<file path="config.mk">
export PLATFORM = sky130hd
export DESIGN_NAME = covering_window_id_range
export DESIGN_NICKNAME = d
export VERILOG_FILES = /design/src/rtl/core/cwir_pkg.sv /design/src/rtl/core/covering_window_id_range.sv
export VERILOG_INCLUDE_DIRS = /design/src /design/src/rtl/core
export SDC_FILE = /design/constraint.sdc
export NUM_CORES = 2
export LEC_CHECK = 0
export BUFFER_PORTS_ARGS = -buffer_cell sky130_fd_sc_hd__buf_2
export CAP_MARGIN = 20
export CORE_UTILIZATION = 30
export DETAILED_ROUTE_END_ITERATION = 6
export PLACE_DENSITY_LB_ADDON = 0.08
export SLEW_MARGIN = 20
export SYNTH_ARGS = -nofsm -noshare
export SYNTH_HDL_FRONTEND = slang
export SYNTH_SLANG_ARGS = --single-unit
</file>
<file path="constraint.sdc">
create_clock -name clock -period 11.07 [get_ports clock]
set_input_delay 0.5535 -clock clock [delete_from_list [all_inputs] [get_ports clock]]
set_output_delay 0.5535 -clock clock [all_outputs]
set_load 0.005 [all_outputs]
</file>
<file path="src/rtl/core/covering_window_id_range_assert.svh">
// Assertion macros for the covering window id range block.
`ifndef COVERING_WINDOW_ID_RANGE_ASSERT_SVH
`define COVERING_WINDOW_ID_RANGE_ASSERT_SVH
`ifndef ASSERT_OFF
`define CWIR_ASSERT(name, clk, rst, prop, msg) \
   name: assert property (@(posedge clk) disable iff (rst) prop) else $error(msg);
`define CWIR_ASSERT_ALWAYS(name, clk, prop, msg) \
   name: assert property (@(posedge clk) prop) else $error(msg);
`else
`define CWIR_ASSERT(name, clk, rst, prop, msg)
`define CWIR_ASSERT_ALWAYS(name, clk, prop, msg)
`endif
`endif

</file>
<file path="src/rtl/core/cwir_pkg.sv">
// Package: constants, register indexes and status codes of the covering window id range block.
package cwir_pkg;

   localparam int MAX_RUN_DEF = 64;
   localparam int DATA_W      = 32;
   localparam int ADDR_W      = 4;
   localparam int DIV_STEPS   = 32;
   localparam int DIV_CNT_W   = 5;

   typedef enum logic [1:0] {
      REG_WINDOW_LENGTH    = 2'd0,
      REG_STRIDE           = 2'd1,
      REG_WINDOW_COUNT     = 2'd2,
      REG_REFERENCE_LENGTH = 2'd3
   } reg_index_type;

   typedef enum logic [2:0] {
      ST_OK        = 3'd0,
      ST_NO_COVER  = 3'd1,
      ST_ZERO_SPAN = 3'd2,
      ST_TOO_LONG  = 3'd3,
      ST_OUTSIDE   = 3'd4,
      ST_TRUNC     = 3'd5
   } status_type;

endpackage

</file>
<file path="src/rtl/core/covering_window_id_range.sv">
// Top level: window id range covering an occurrence, on a shared serial divider.
//
//  channel  | handshake             | payload
//  req      | req_valid/req_ready   | req_occurrence_start, req_span
//  rsp      | rsp_valid/rsp_ready   | rsp_window_id, rsp_status, rsp_last
//  csr      | csr_psel/csr_penable  | csr_paddr, csr_pwdata, csr_prdata
//
// A valid occurrence passes the check state, two divisions on the shared divider (ceil and floor
// by the stride, one quotient bit a cycle) and the range state, then gives one result
// per cycle while rsp_ready is high.
// A rejected occurrence skips the divider: after the check state comes its status result.
// req_ready rises in the cycle after the last result is taken; only rsp_ready stalls delay it.
// Reset is synchronous, active high; the CSRs return to 1, the state to idle.
`include "covering_window_id_range_assert.svh"

module covering_window_id_range #(
   parameter int MaxRun = cwir_pkg::MAX_RUN_DEF
) (
   input  logic                          clock,
   input  logic                          reset,
   input  logic                          req_valid,
   output logic                          req_ready,
   input  logic [cwir_pkg::DATA_W-1:0]   req_occurrence_start,
   input  logic [cwir_pkg::DATA_W-1:0]   req_span,
   output logic                          rsp_valid,
   input  logic                          rsp_ready,
   output logic [cwir_pkg::DATA_W-1:0]   rsp_window_id,
   output cwir_pkg::status_type          rsp_status,
   output logic                          rsp_last,
   input  logic                          csr_psel,
   input  logic                          csr_penable,
   input  logic                          csr_pwrite,
   input  logic [cwir_pkg::ADDR_W-1:0]   csr_paddr,
   input  logic [cwir_pkg::DATA_W-1:0]   csr_pwdata,
   output logic [cwir_pkg::DATA_W-1:0]   csr_prdata,
   output logic                          csr_pready
);
   import cwir_pkg::*;

   localparam int LeftW = $clog2(MaxRun + 1);

   typedef enum logic [5:0] {
      S_IDLE  = 6'b000001,
      S_CHECK = 6'b000010,
      S_DIV1  = 6'b000100,
      S_DIV2  = 6'b001000,
      S_EVAL  = 6'b010000,
      S_EMIT  = 6'b100000
   } state_type;

   state_type                  state_ff, state_in;
   logic [DATA_W-1:0]          wl_ff, wl_in;
   logic [DATA_W-1:0]          stride_ff, stride_in;
   logic [DATA_W-1:0]          wc_ff, wc_in;
   logic [DATA_W-1:0]          rl_ff, rl_in;
   logic [DATA_W-1:0]          start_ff, start_in;
   logic [DATA_W-1:0]          span_ff, span_in;
   logic [DATA_W-1:0]          sd_ff, sd_in;
   logic [2*DATA_W-1:0]        prod_ff, prod_in;
   logic [DATA_W-1:0]          rem_ff, rem_in;
   logic [DATA_W-1:0]          quo_ff, quo_in;
   logic [DIV_CNT_W-1:0]       cnt_ff, cnt_in;
   logic [DATA_W-1:0]          first_ff, first_in;
   logic [DATA_W-1:0]          last_id_ff, last_id_in;
   logic [DATA_W-1:0]          id_ff, id_in;
   logic [LeftW-1:0]           left_ff, left_in;
   status_type                 final_ff, final_in;

   logic                       csr_wr;
   reg_index_type              csr_idx;
   logic [DATA_W-1:0]          sd_eff, wc_eff;
   logic [DATA_W:0]            occ_end, min_start_w, count;
   logic [DATA_W-1:0]          max_start;
   logic [DATA_W:0]            shifted;
   logic [DATA_W+1:0]          diff;
   logic                       ge;
   logic [DATA_W-1:0]          rem_step, quo_step;
   logic                       div_done;

   assign csr_pready = 1'b1;
   assign csr_idx    = reg_index_type'(csr_paddr[ADDR_W-1:2]);
   assign csr_wr     = csr_psel && csr_penable && csr_pwrite && csr_pready;

   always_comb begin
      unique case (csr_idx)
         REG_WINDOW_LENGTH:    csr_prdata = wl_ff;
         REG_STRIDE:           csr_prdata = stride_ff;
         REG_WINDOW_COUNT:     csr_prdata = wc_ff;
         REG_REFERENCE_LENGTH: csr_prdata = rl_ff;
         default:              csr_prdata = '0;
      endcase
   end

   always_comb begin
      wl_in     = wl_ff;
      stride_in = stride_ff;
      wc_in     = wc_ff;
      rl_in     = rl_ff;
      if (csr_wr) begin
         unique case (csr_idx)
            REG_WINDOW_LENGTH:    wl_in     = csr_pwdata;
            REG_STRIDE:           stride_in = csr_pwdata;
            REG_WINDOW_COUNT:     wc_in     = csr_pwdata;
            REG_REFERENCE_LENGTH: rl_in     = csr_pwdata;
            default:              wl_in     = wl_ff;
         endcase
      end
   end

   // shared restoring divider step
   assign shifted  = {rem_ff, quo_ff[DATA_W-1]};
   assign diff     = {1'b0, shifted} - {2'b00, sd_ff};
   assign ge       = !diff[DATA_W+1];
   assign rem_step = ge ? diff[DATA_W-1:0] : shifted[DATA_W-1:0];
   assign quo_step = {quo_ff[DATA_W-2:0], ge};
   assign div_done = (cnt_ff == DIV_CNT_W'(DIV_STEPS - 1));

   assign sd_eff      = (stride_ff == '0) ? DATA_W'(1) : stride_ff;
   assign wc_eff      = (wc_ff == '0) ? DATA_W'(1) : wc_ff;
   assign occ_end     = {1'b0, start_ff} + {1'b0, span_ff};
   assign min_start_w = (occ_end > {1'b0, wl_ff}) ? (occ_end - {1'b0, wl_ff}) : '0;
   assign max_start   = ((prod_ff[2*DATA_W-1:DATA_W] != '0) ||
                         (prod_ff[DATA_W-1:0] > start_ff)) ? start_ff : prod_ff[DATA_W-1:0];
   assign count       = {1'b0, last_id_ff} - {1'b0, first_ff} + (DATA_W+1)'(1);

   always_comb begin
      state_in   = state_ff;
      start_in   = start_ff;
      span_in    = span_ff;
      sd_in      = sd_ff;
      prod_in    = prod_ff;
      rem_in     = rem_ff;
      quo_in     = quo_ff;
      cnt_in     = cnt_ff;
      first_in   = first_ff;
      last_id_in = last_id_ff;
      id_in      = id_ff;
      left_in    = left_ff;
      final_in   = final_ff;
      unique case (state_ff)
         S_IDLE: begin
            if (req_valid) begin
               start_in = req_occurrence_start;
               span_in  = req_span;
               state_in = S_CHECK;
            end
         end
         S_CHECK: begin
            sd_in    = sd_eff;
            prod_in  = (2*DATA_W)'(wc_eff - DATA_W'(1)) * (2*DATA_W)'(sd_eff);
            rem_in   = '0;
            quo_in   = min_start_w[DATA_W-1:0];
            cnt_in   = '0;
            left_in  = '0;
            final_in = ST_OK;
            priority if (span_ff == '0) begin
               final_in = ST_ZERO_SPAN;
               state_in = S_EMIT;
            end else if (span_ff > wl_ff) begin
               final_in = ST_TOO_LONG;
               state_in = S_EMIT;
            end else if ((start_ff >= rl_ff) || (occ_end > {1'b0, rl_ff})) begin
               final_in = ST_OUTSIDE;
               state_in = S_EMIT;
            end else begin
               state_in = S_DIV1;
            end
         end
         S_DIV1: begin
            rem_in = rem_step;
            quo_in = quo_step;
            cnt_in = cnt_ff + DIV_CNT_W'(1);
            if (div_done) begin
               // ceiling: bump the quotient on a nonzero remainder
               first_in = quo_step + DATA_W'(rem_step != '0);
               rem_in   = '0;
               quo_in   = max_start;
               cnt_in   = '0;
               state_in = S_DIV2;
            end
         end
         S_DIV2: begin
            rem_in = rem_step;
            quo_in = quo_step;
            cnt_in = cnt_ff + DIV_CNT_W'(1);
            if (div_done) begin
               last_id_in = quo_step;
               state_in   = S_EVAL;
            end
         end
         S_EVAL: begin
            id_in    = first_ff;
            state_in = S_EMIT;
            priority if (first_ff > last_id_ff) begin
               left_in  = '0;
               final_in = ST_NO_COVER;
            end else if (count > (DATA_W+1)'(MaxRun)) begin
               left_in  = LeftW'(MaxRun - 1);
               final_in = ST_TRUNC;
            end else begin
               left_in  = count[LeftW-1:0];
               final_in = ST_OK;
            end
         end
         S_EMIT: begin
            if (rsp_ready) begin
               if (rsp_last) begin
                  state_in = S_IDLE;
               end else begin
                  left_in = left_ff - LeftW'(1);
                  id_in   = id_ff + DATA_W'(1);
               end
            end
         end
         default: state_in = S_IDLE;
      endcase
   end

   assign req_ready     = (state_ff == S_IDLE);
   assign rsp_valid     = (state_ff == S_EMIT);
   assign rsp_window_id = (left_ff != '0) ? id_ff : '0;
   assign rsp_status    = (left_ff != '0) ? ST_OK : final_ff;
   assign rsp_last      = (left_ff == '0) || ((left_ff == LeftW'(1)) && (final_ff == ST_OK));

   always_ff @(posedge clock) begin
      if (reset) begin
         state_ff  <= S_IDLE;
         wl_ff     <= DATA_W'(1);
         stride_ff <= DATA_W'(1);
         wc_ff     <= DATA_W'(1);
         rl_ff     <= DATA_W'(1);
         left_ff   <= '0;
         final_ff  <= ST_OK;
      end else begin
         state_ff  <= state_in;
         wl_ff     <= wl_in;
         stride_ff <= stride_in;
         wc_ff     <= wc_in;
         rl_ff     <= rl_in;
         left_ff   <= left_in;
         final_ff  <= final_in;
      end
   end

   always_ff @(posedge clock) begin
      start_ff   <= start_in;
      span_ff    <= span_in;
      sd_ff      <= sd_in;
      prod_ff    <= prod_in;
      rem_ff     <= rem_in;
      quo_ff     <= quo_in;
      cnt_ff     <= cnt_in;
      first_ff   <= first_in;
      last_id_ff <= last_id_in;
      id_ff      <= id_in;
   end

   `CWIR_ASSERT(a_idle_no_rsp, clock, reset, req_ready |-> !rsp_valid, "rsp_valid while idle")
   `CWIR_ASSERT(a_err_is_last, clock, reset, (rsp_valid && rsp_status != ST_OK) |-> rsp_last, "status result not last")
   `CWIR_ASSERT(a_id_ascends, clock, reset, (rsp_valid && rsp_ready && !rsp_last) |=> (rsp_valid && (rsp_status != ST_OK || rsp_window_id == $past(rsp_window_id) + 32'd1)), "window ids not consecutive")
   `CWIR_ASSERT(a_busy_after_req, clock, reset, (req_valid && req_ready) |=> !req_ready, "ready right after accept")
   `CWIR_ASSERT_ALWAYS(a_reset_idle, clock, reset |=> (req_ready && !rsp_valid), "not idle after reset")

endmodule
</file>
Yosys cells after proc, flatten, opt, wreduce, memory -nomap -nowiden
Index checks and enable logic that the tools add are counted.
{"block": "classes", "addsub": 10, "n_reduce_logical": 30, "n_mul": 1, "n_eq_ne": 17, "n_lt_le_gt_ge": 7, "muxes": 37}
{"cell": "32-bit 2-to-1 mux", "count": 10}
{"cell": "32-bit one-hot mux with 3 select lines", "count": 2}
{"cell": "32-bit one-hot mux with 4 select lines", "count": 1}
{"cell": "32-bit greater-than comparator", "count": 3}
{"cell": "32-bit logical NOT", "count": 3}
{"cell": "33-bit by 32-bit greater-than comparator with 1-bit output", "count": 2}
{"cell": "33-bit by 33-bit multiplier with 64-bit output", "count": 1}
{"cell": "32-bit one-hot mux with 2 select lines", "count": 1}
{"cell": "32-bit nonzero test", "count": 2}
{"cell": "6-bit 2-to-1 mux", "count": 8}
{"cell": "6-bit one-hot mux with 6 select lines", "count": 1}
{"cell": "33-bit by 32-bit subtractor with 34-bit output", "count": 1}
{"cell": "32-bit by 32-bit adder with 33-bit output", "count": 1}
{"cell": "33-bit by 1-bit adder with 33-bit output, second input constant", "count": 1}
{"cell": "33-bit by 7-bit greater-than comparator with 1-bit output, second input constant", "count": 1}
{"cell": "32-bit by 1-bit subtractor with 33-bit output, second input constant", "count": 1}
{"cell": "32-bit by 32-bit subtractor with 33-bit output", "count": 1}
{"cell": "32-bit by 1-bit adder with 32-bit output", "count": 1}
{"cell": "32-bit by 1-bit adder with 32-bit output, second input constant", "count": 1}
{"cell": "32-bit greater-or-equal comparator", "count": 1}
{"cell": "32-bit subtractor", "count": 1}
{"cell": "7-bit 2-to-1 mux", "count": 4}
{"cell": "7-bit one-hot mux with 3 select lines", "count": 1}
{"cell": "3-bit 2-to-1 mux", "count": 6}
{"cell": "29 further kinds", "count": 47}
{"block": "word_totals", "wordCells": 119, "regBits": 469, "output_inout_bits": 71}

Depth between registers and ports, before layout
{"block": "depth", "word_depth": 7, "mapped_depth": 41, "ltp_nobuf": 39}

Least setup slack after synthesis
OpenSTA, ideal clock, no wires.
{"block": "synth_path", "kind": "reg-to-reg", "from": "register wc_ff[12]", "to": "register prod_ff[61], data pin", "path_buffers": 5, "stages_incl_launch_ff": 37, "synth_period_minus_slack_ns": 10.711, "setup_slack_ns": 0.359, "arrival_time_ns": 10.453, "required_ns": 10.812, "cell_sequence": "dfxtp_1 -> clkbuf_1 -> nor4_1 -> and4_1 -> nand4_1 -> nor2b_1 -> clkbuf_1 -> ha_1 -> nor3b_1 -> nand4_1 -> nor2b_1 -> and3_1 -> clkbuf_1 -> clkbuf_1 -> nand2_1 -> fa_1 -> inv_1 -> fa_1 -> fa_1 -> fa_1 -> clkbuf_1 -> inv_1 -> fa_1 -> fa_1 -> fa_1 -> fa_1 -> inv_1 -> ha_1 -> and3_1 -> nand4_1 -> inv_1 -> a2111oi_0 -> o21ai_0 -> a31o_2 -> a221o_1 -> a21oi_1 -> xnor2_1"}
{"block": "synth_via", "elab_chain_len": 4}
{"item": "start: declaration", "line_no": "covering_window_id_range.sv:54", "text": "logic [DATA_W-1:0] wc_ff, wc_in;"}
{"item": "start signal: assignment", "line_no": "covering_window_id_range.sv:238", "text": "wc_ff <= wc_in;"}
{"item": "32-bit logical NOT", "line_no": "covering_window_id_range.sv:119", "text": "assign wc_eff = (wc_ff == '0) ? DATA_W'(1) : wc_ff;"}
{"item": "32-bit 2-to-1 mux (*)", "line_no": "covering_window_id_range.sv:119"}
{"item": "32-bit by 1-bit subtractor with 33-bit output (*)", "line_no": "covering_window_id_range.sv:150", "text": "prod_in = (2*DATA_W)'(wc_eff - DATA_W'(1)) * (2*DATA_W)'(sd_eff);"}
{"item": "33-bit by 33-bit multiplier with 64-bit output (*)", "line_no": "covering_window_id_range.sv:150"}
{"item": "end signal: assignment", "line_no": "covering_window_id_range.sv:249", "text": "prod_ff <= prod_in;"}
{"item": "end: declaration", "line_no": "covering_window_id_range.sv:59", "text": "logic [2*DATA_W-1:0] prod_ff, prod_in;"}
Mark *: on every way between the ends. The rest lies on a longest branch, timed or not.
A chain may end at the register's enable or synchronous reset.

Final worst setup path
{"block": "layout_path", "from": "register wc_ff[25]", "to": "register prod_ff[61], data pin"}
Same word-level chain as after synthesis.

==> flow_metrics.env <==
export IMPL_peakVddDrop_mv=0.127
export IMPL_cts_tree="done"
export IMPL_start_kind="flip-flop"
export IMPL_grt_max_degree=87
export IMPL_fin_skew_ns=0.0943
export IMPL_drt_pass1_iterations=5
export IMPL_antenna_found_initial=23
export IMPL_relSlewSlack=0.0462
export IMPL_fmax_mhz=93.7
export IMPL_async_flop_share=0
export IMPL_wl_mm=247
export IMPL_cap_violations=0
export IMPL_cts_max_level=2
export IMPL_start_util=0.303
export IMPL_die_x_um=477
export IMPL_mostFrequentLayoutCells="1257 x inv_1, 1085 x fa_1, 857 x nand2_1"
export IMPL_p_leak_nw=35.0
export IMPL_io_buffers=174
export IMPL_fin_area_sq_mm=0.0754
export IMPL_drive_gt1_frac=0.0838
export IMPL_clk_pin_slew_worst_paths_ns=0.06
export IMPL_p_comb_frac=0.262
export IMPL_avgSynthCellArea_sq_um=9.42
export IMPL_seq_area_frac_synth=0.187
export IMPL_cpMaxStageDelayCell="fa_1"
export IMPL_dp_hpwl_mm=192
export IMPL_worst_slack_ns=0.402
export IMPL_grt_pass1_vias=53000
export IMPL_wl_met3_mm=9.35
export IMPL_holdCritPathClass="in -> reg"
export IMPL_status="complete, no violations"
export IMPL_wl_met2_mm=117
export IMPL_area_growth_pct=11.5
export IMPL_drc=0
export IMPL_core_area_sq_mm=0.223
export IMPL_vias=50300
export IMPL_power_density_mw_per_mm2=71.3
export IMPL_period_needed_ns=10.67
export IMPL_synth_distinct_cells=80
export IMPL_final_antenna_net_count=0
export IMPL_numCtsBuffers=57
export IMPL_criticalPathCategory="reg -> reg"
export IMPL_pin_count=178
export IMPL_synth_edff_count=325
export IMPL_grt_util_all_layers=0.218
export IMPL_yosysTopAreaCell="fa_1"
export IMPL_setup_viol=0
export IMPL_gp_congestion=0.882
export IMPL_finalHoldViolCount=0
export IMPL_synth_nets=8883
export IMPL_nets=8996
export IMPL_switching_share=0.328
export IMPL_wl_met1_mm=115
export IMPL_tightestPinTransition_ns=1.39
export IMPL_clk_latency_ns=0.73
export IMPL_netlist_top_cells_area="fa_1 32%, edfxtp_1 14%, ha_1 9.6%"
export IMPL_crit_required_ns=11.46
export IMPL_clock_sinks=469
export IMPL_synth_seq_cells=469
export IMPL_syn_area_sq_mm=0.0676
export IMPL_dp_worst_setup_slack_ns=0.133
export IMPL_synth_ff_type="edfxtp_1"
export IMPL_post_dp_cell_area_sq_mm=0.0729
export IMPL_finalCritPeriodShare=0.964
export IMPL_viasPerCell=4.87
export IMPL_rows=173
export IMPL_report_final_slew_viol_count=0
export IMPL_detail_route_wl_per_cell_um=23.9
export IMPL_pwr_share_clk=0.361
export IMPL_p_switching_w=0.00176
export IMPL_grt_overflow_total=0
export IMPL_power_share_sequential=0.376
export IMPL_layout_commonest_cell="inv_1"
export IMPL_root_buffer="clkbuf_16"
export IMPL_grt_pass1_wl_mm=366
export IMPL_synthCells=7169
export IMPL_highest_layer="met4"
export IMPL_crit_top_cell="fa_1"
export IMPL_setup_worst_path_end_class="flip-flop"
export IMPL_drt_initial_drc_count=3107
export IMPL_internal_power_w=0.00361
export IMPL_critPathMaxStageDelay_ns=0.65
export IMPL_die_area_sq_mm=0.227
export IMPL_cts_buffer_depth=3
export IMPL_synth_top_area_share=0.322
export IMPL_worstPathMaxFanout=19
export IMPL_yosysWarnings=0
export IMPL_arrival_ns=11.06
export IMPL_die_h_um=477
[power groups by stage]
stage	clock network (W)	registers, W	logic, W
floorplan	0	0.00202	0.000917
global placement	0	0.00206	0.00138
detailed placement	0	0.00206	0.00139
CTS	0.00200	0.00202	0.00141
global route	0.00206	0.00202	0.00154
finish	0.00194	0.00202	0.00141
[worst paths after layout]
| kind | from | endpoint | slack (ns) | depth (start not counted) |
|---|---|---|---|---|
| worst min-delay path | req_occurrence_start[29] | start_ff[29] | 0.05 | 1 |
| worst max register to register | wc_ff[25] | prod_ff[61] | 0.40 | 38 |
| worst max-delay path | wc_ff[25] | prod_ff[61] | 0.40 | 38 |
| worst min register to register | rl_ff[16] | rl_ff[16] | 0.47 | 2 |
[metal layers]
layer | vias to the layer above | GRT usage
li1 | 23000 | -
met1 | 25900 | 0.306
met2 | 1111 | 0.364
met3 | 219 | 0.0160
met4 | 0 | 0.0516
met5 | - | 0
[what timing repair did]
action                                  CTS  global route
endpoints found under the setup margin    0            21
resized for setup                         0            20
buffers inserted                          0             2
endpoints found under the hold margin    42             0
hold buffers                             42             0
[Yosys cell counts, types with 8 or more instances]
cell type  count
nand3b_1      15
a211o_1       14
o21a_1        40
mux4_2        32
nand2b_1      49
nor4_1        51
or4_1         15
or3_1         15
and2_1       645
dfxtp_1      144
xor2_1       111
a31oi_1       22
a221oi_1      10
and3_1        40
inv_1       1258
o211ai_1      15
o21ai_0      154
nor2_1       225
a41oi_1       12
ha_1         521
a31o_2         9
edfxtp_1     325
nand4_1       67
nor2b_1       57
fa_1        1086
a2111oi_0     11
and4_1        15
clkbuf_1     351
o22ai_1        9
a211oi_1      27
nor3_1        59
a221o_1       34
a21oi_1      318
o21bai_1      21
nand3_1       66
a21o_1       134
mux2i_1       59
nand2_1      858
or2_2          8
xnor2_1      164
o31ai_1       16
[cells by family after synthesis]
logic type | Yosys count | synth area share
xor+xnor | 275 | 0.0356
flops | 469 | 0.187
other cells | 1 | 0.0000555
fa+ha+maj | 1607 | 0.418
buf+inv | 1619 | 0.0902
simple gates | 2197 | 0.163
mux | 93 | 0.0197
compound gates | 908 | 0.0865
[layout make-up]
type	instances	area, sq um
diodes	13	32.5
inverters	1258	4720
clock inverters	31	372
fillers	23300	148000
multi-input cells	5081	49400
clock buffers	77	1560
repair buffers	415	2900
flip-flops and latches	469	12700
well taps	2975	3720
[flip-flops by register name, summed over array words and instances (netlist names)]
signal      cells
cnt_ff          5
id_ff          32
first_ff       32
last_id_ff     32
start_ff       32
rem_ff         32
quo_ff         32
wl_ff          32
span_ff        32
left_ff         7
state_ff        6
wc_ff          32
rl_ff          32
prod_ff        64
final_ff        3
sd_ff          32
stride_ff      32
[worst max-delay path, delay by kind of cell (launching register included)]
| kind | cells | cell delay (ns) |
|---|---|---|
| and+or+nand+nor | 12 | 2.27 |
| adders and majority gates | 10 | 4.76 |
| buffers and inverters | 7 | 0.93 |
| AOI/OAI and AO/OA | 7 | 1.69 |
| DFF | 1 | 0.32 |
| xor gates and xnor gates | 2 | 0.31 |
[stage by stage]
step,util,setup TNS (ns),instances,power (W),hold slack [ns]
2_1_floorplan,-,0,7169,0.00294,0.446
3_3_place_gp,0.327,0,10200,0.00344,0.456
3_5_place_dp,0.327,0,10200,0.00345,0.461
4_1_cts,0.337,0,10300,0.00543,0.000369
5_1_grt,0.338,-0.00782,10300,0.00563,0.0197
6_report,0.338,0,10300,0.00537,0.0452
Note: power is estimated with default switching activity, not from simulation.
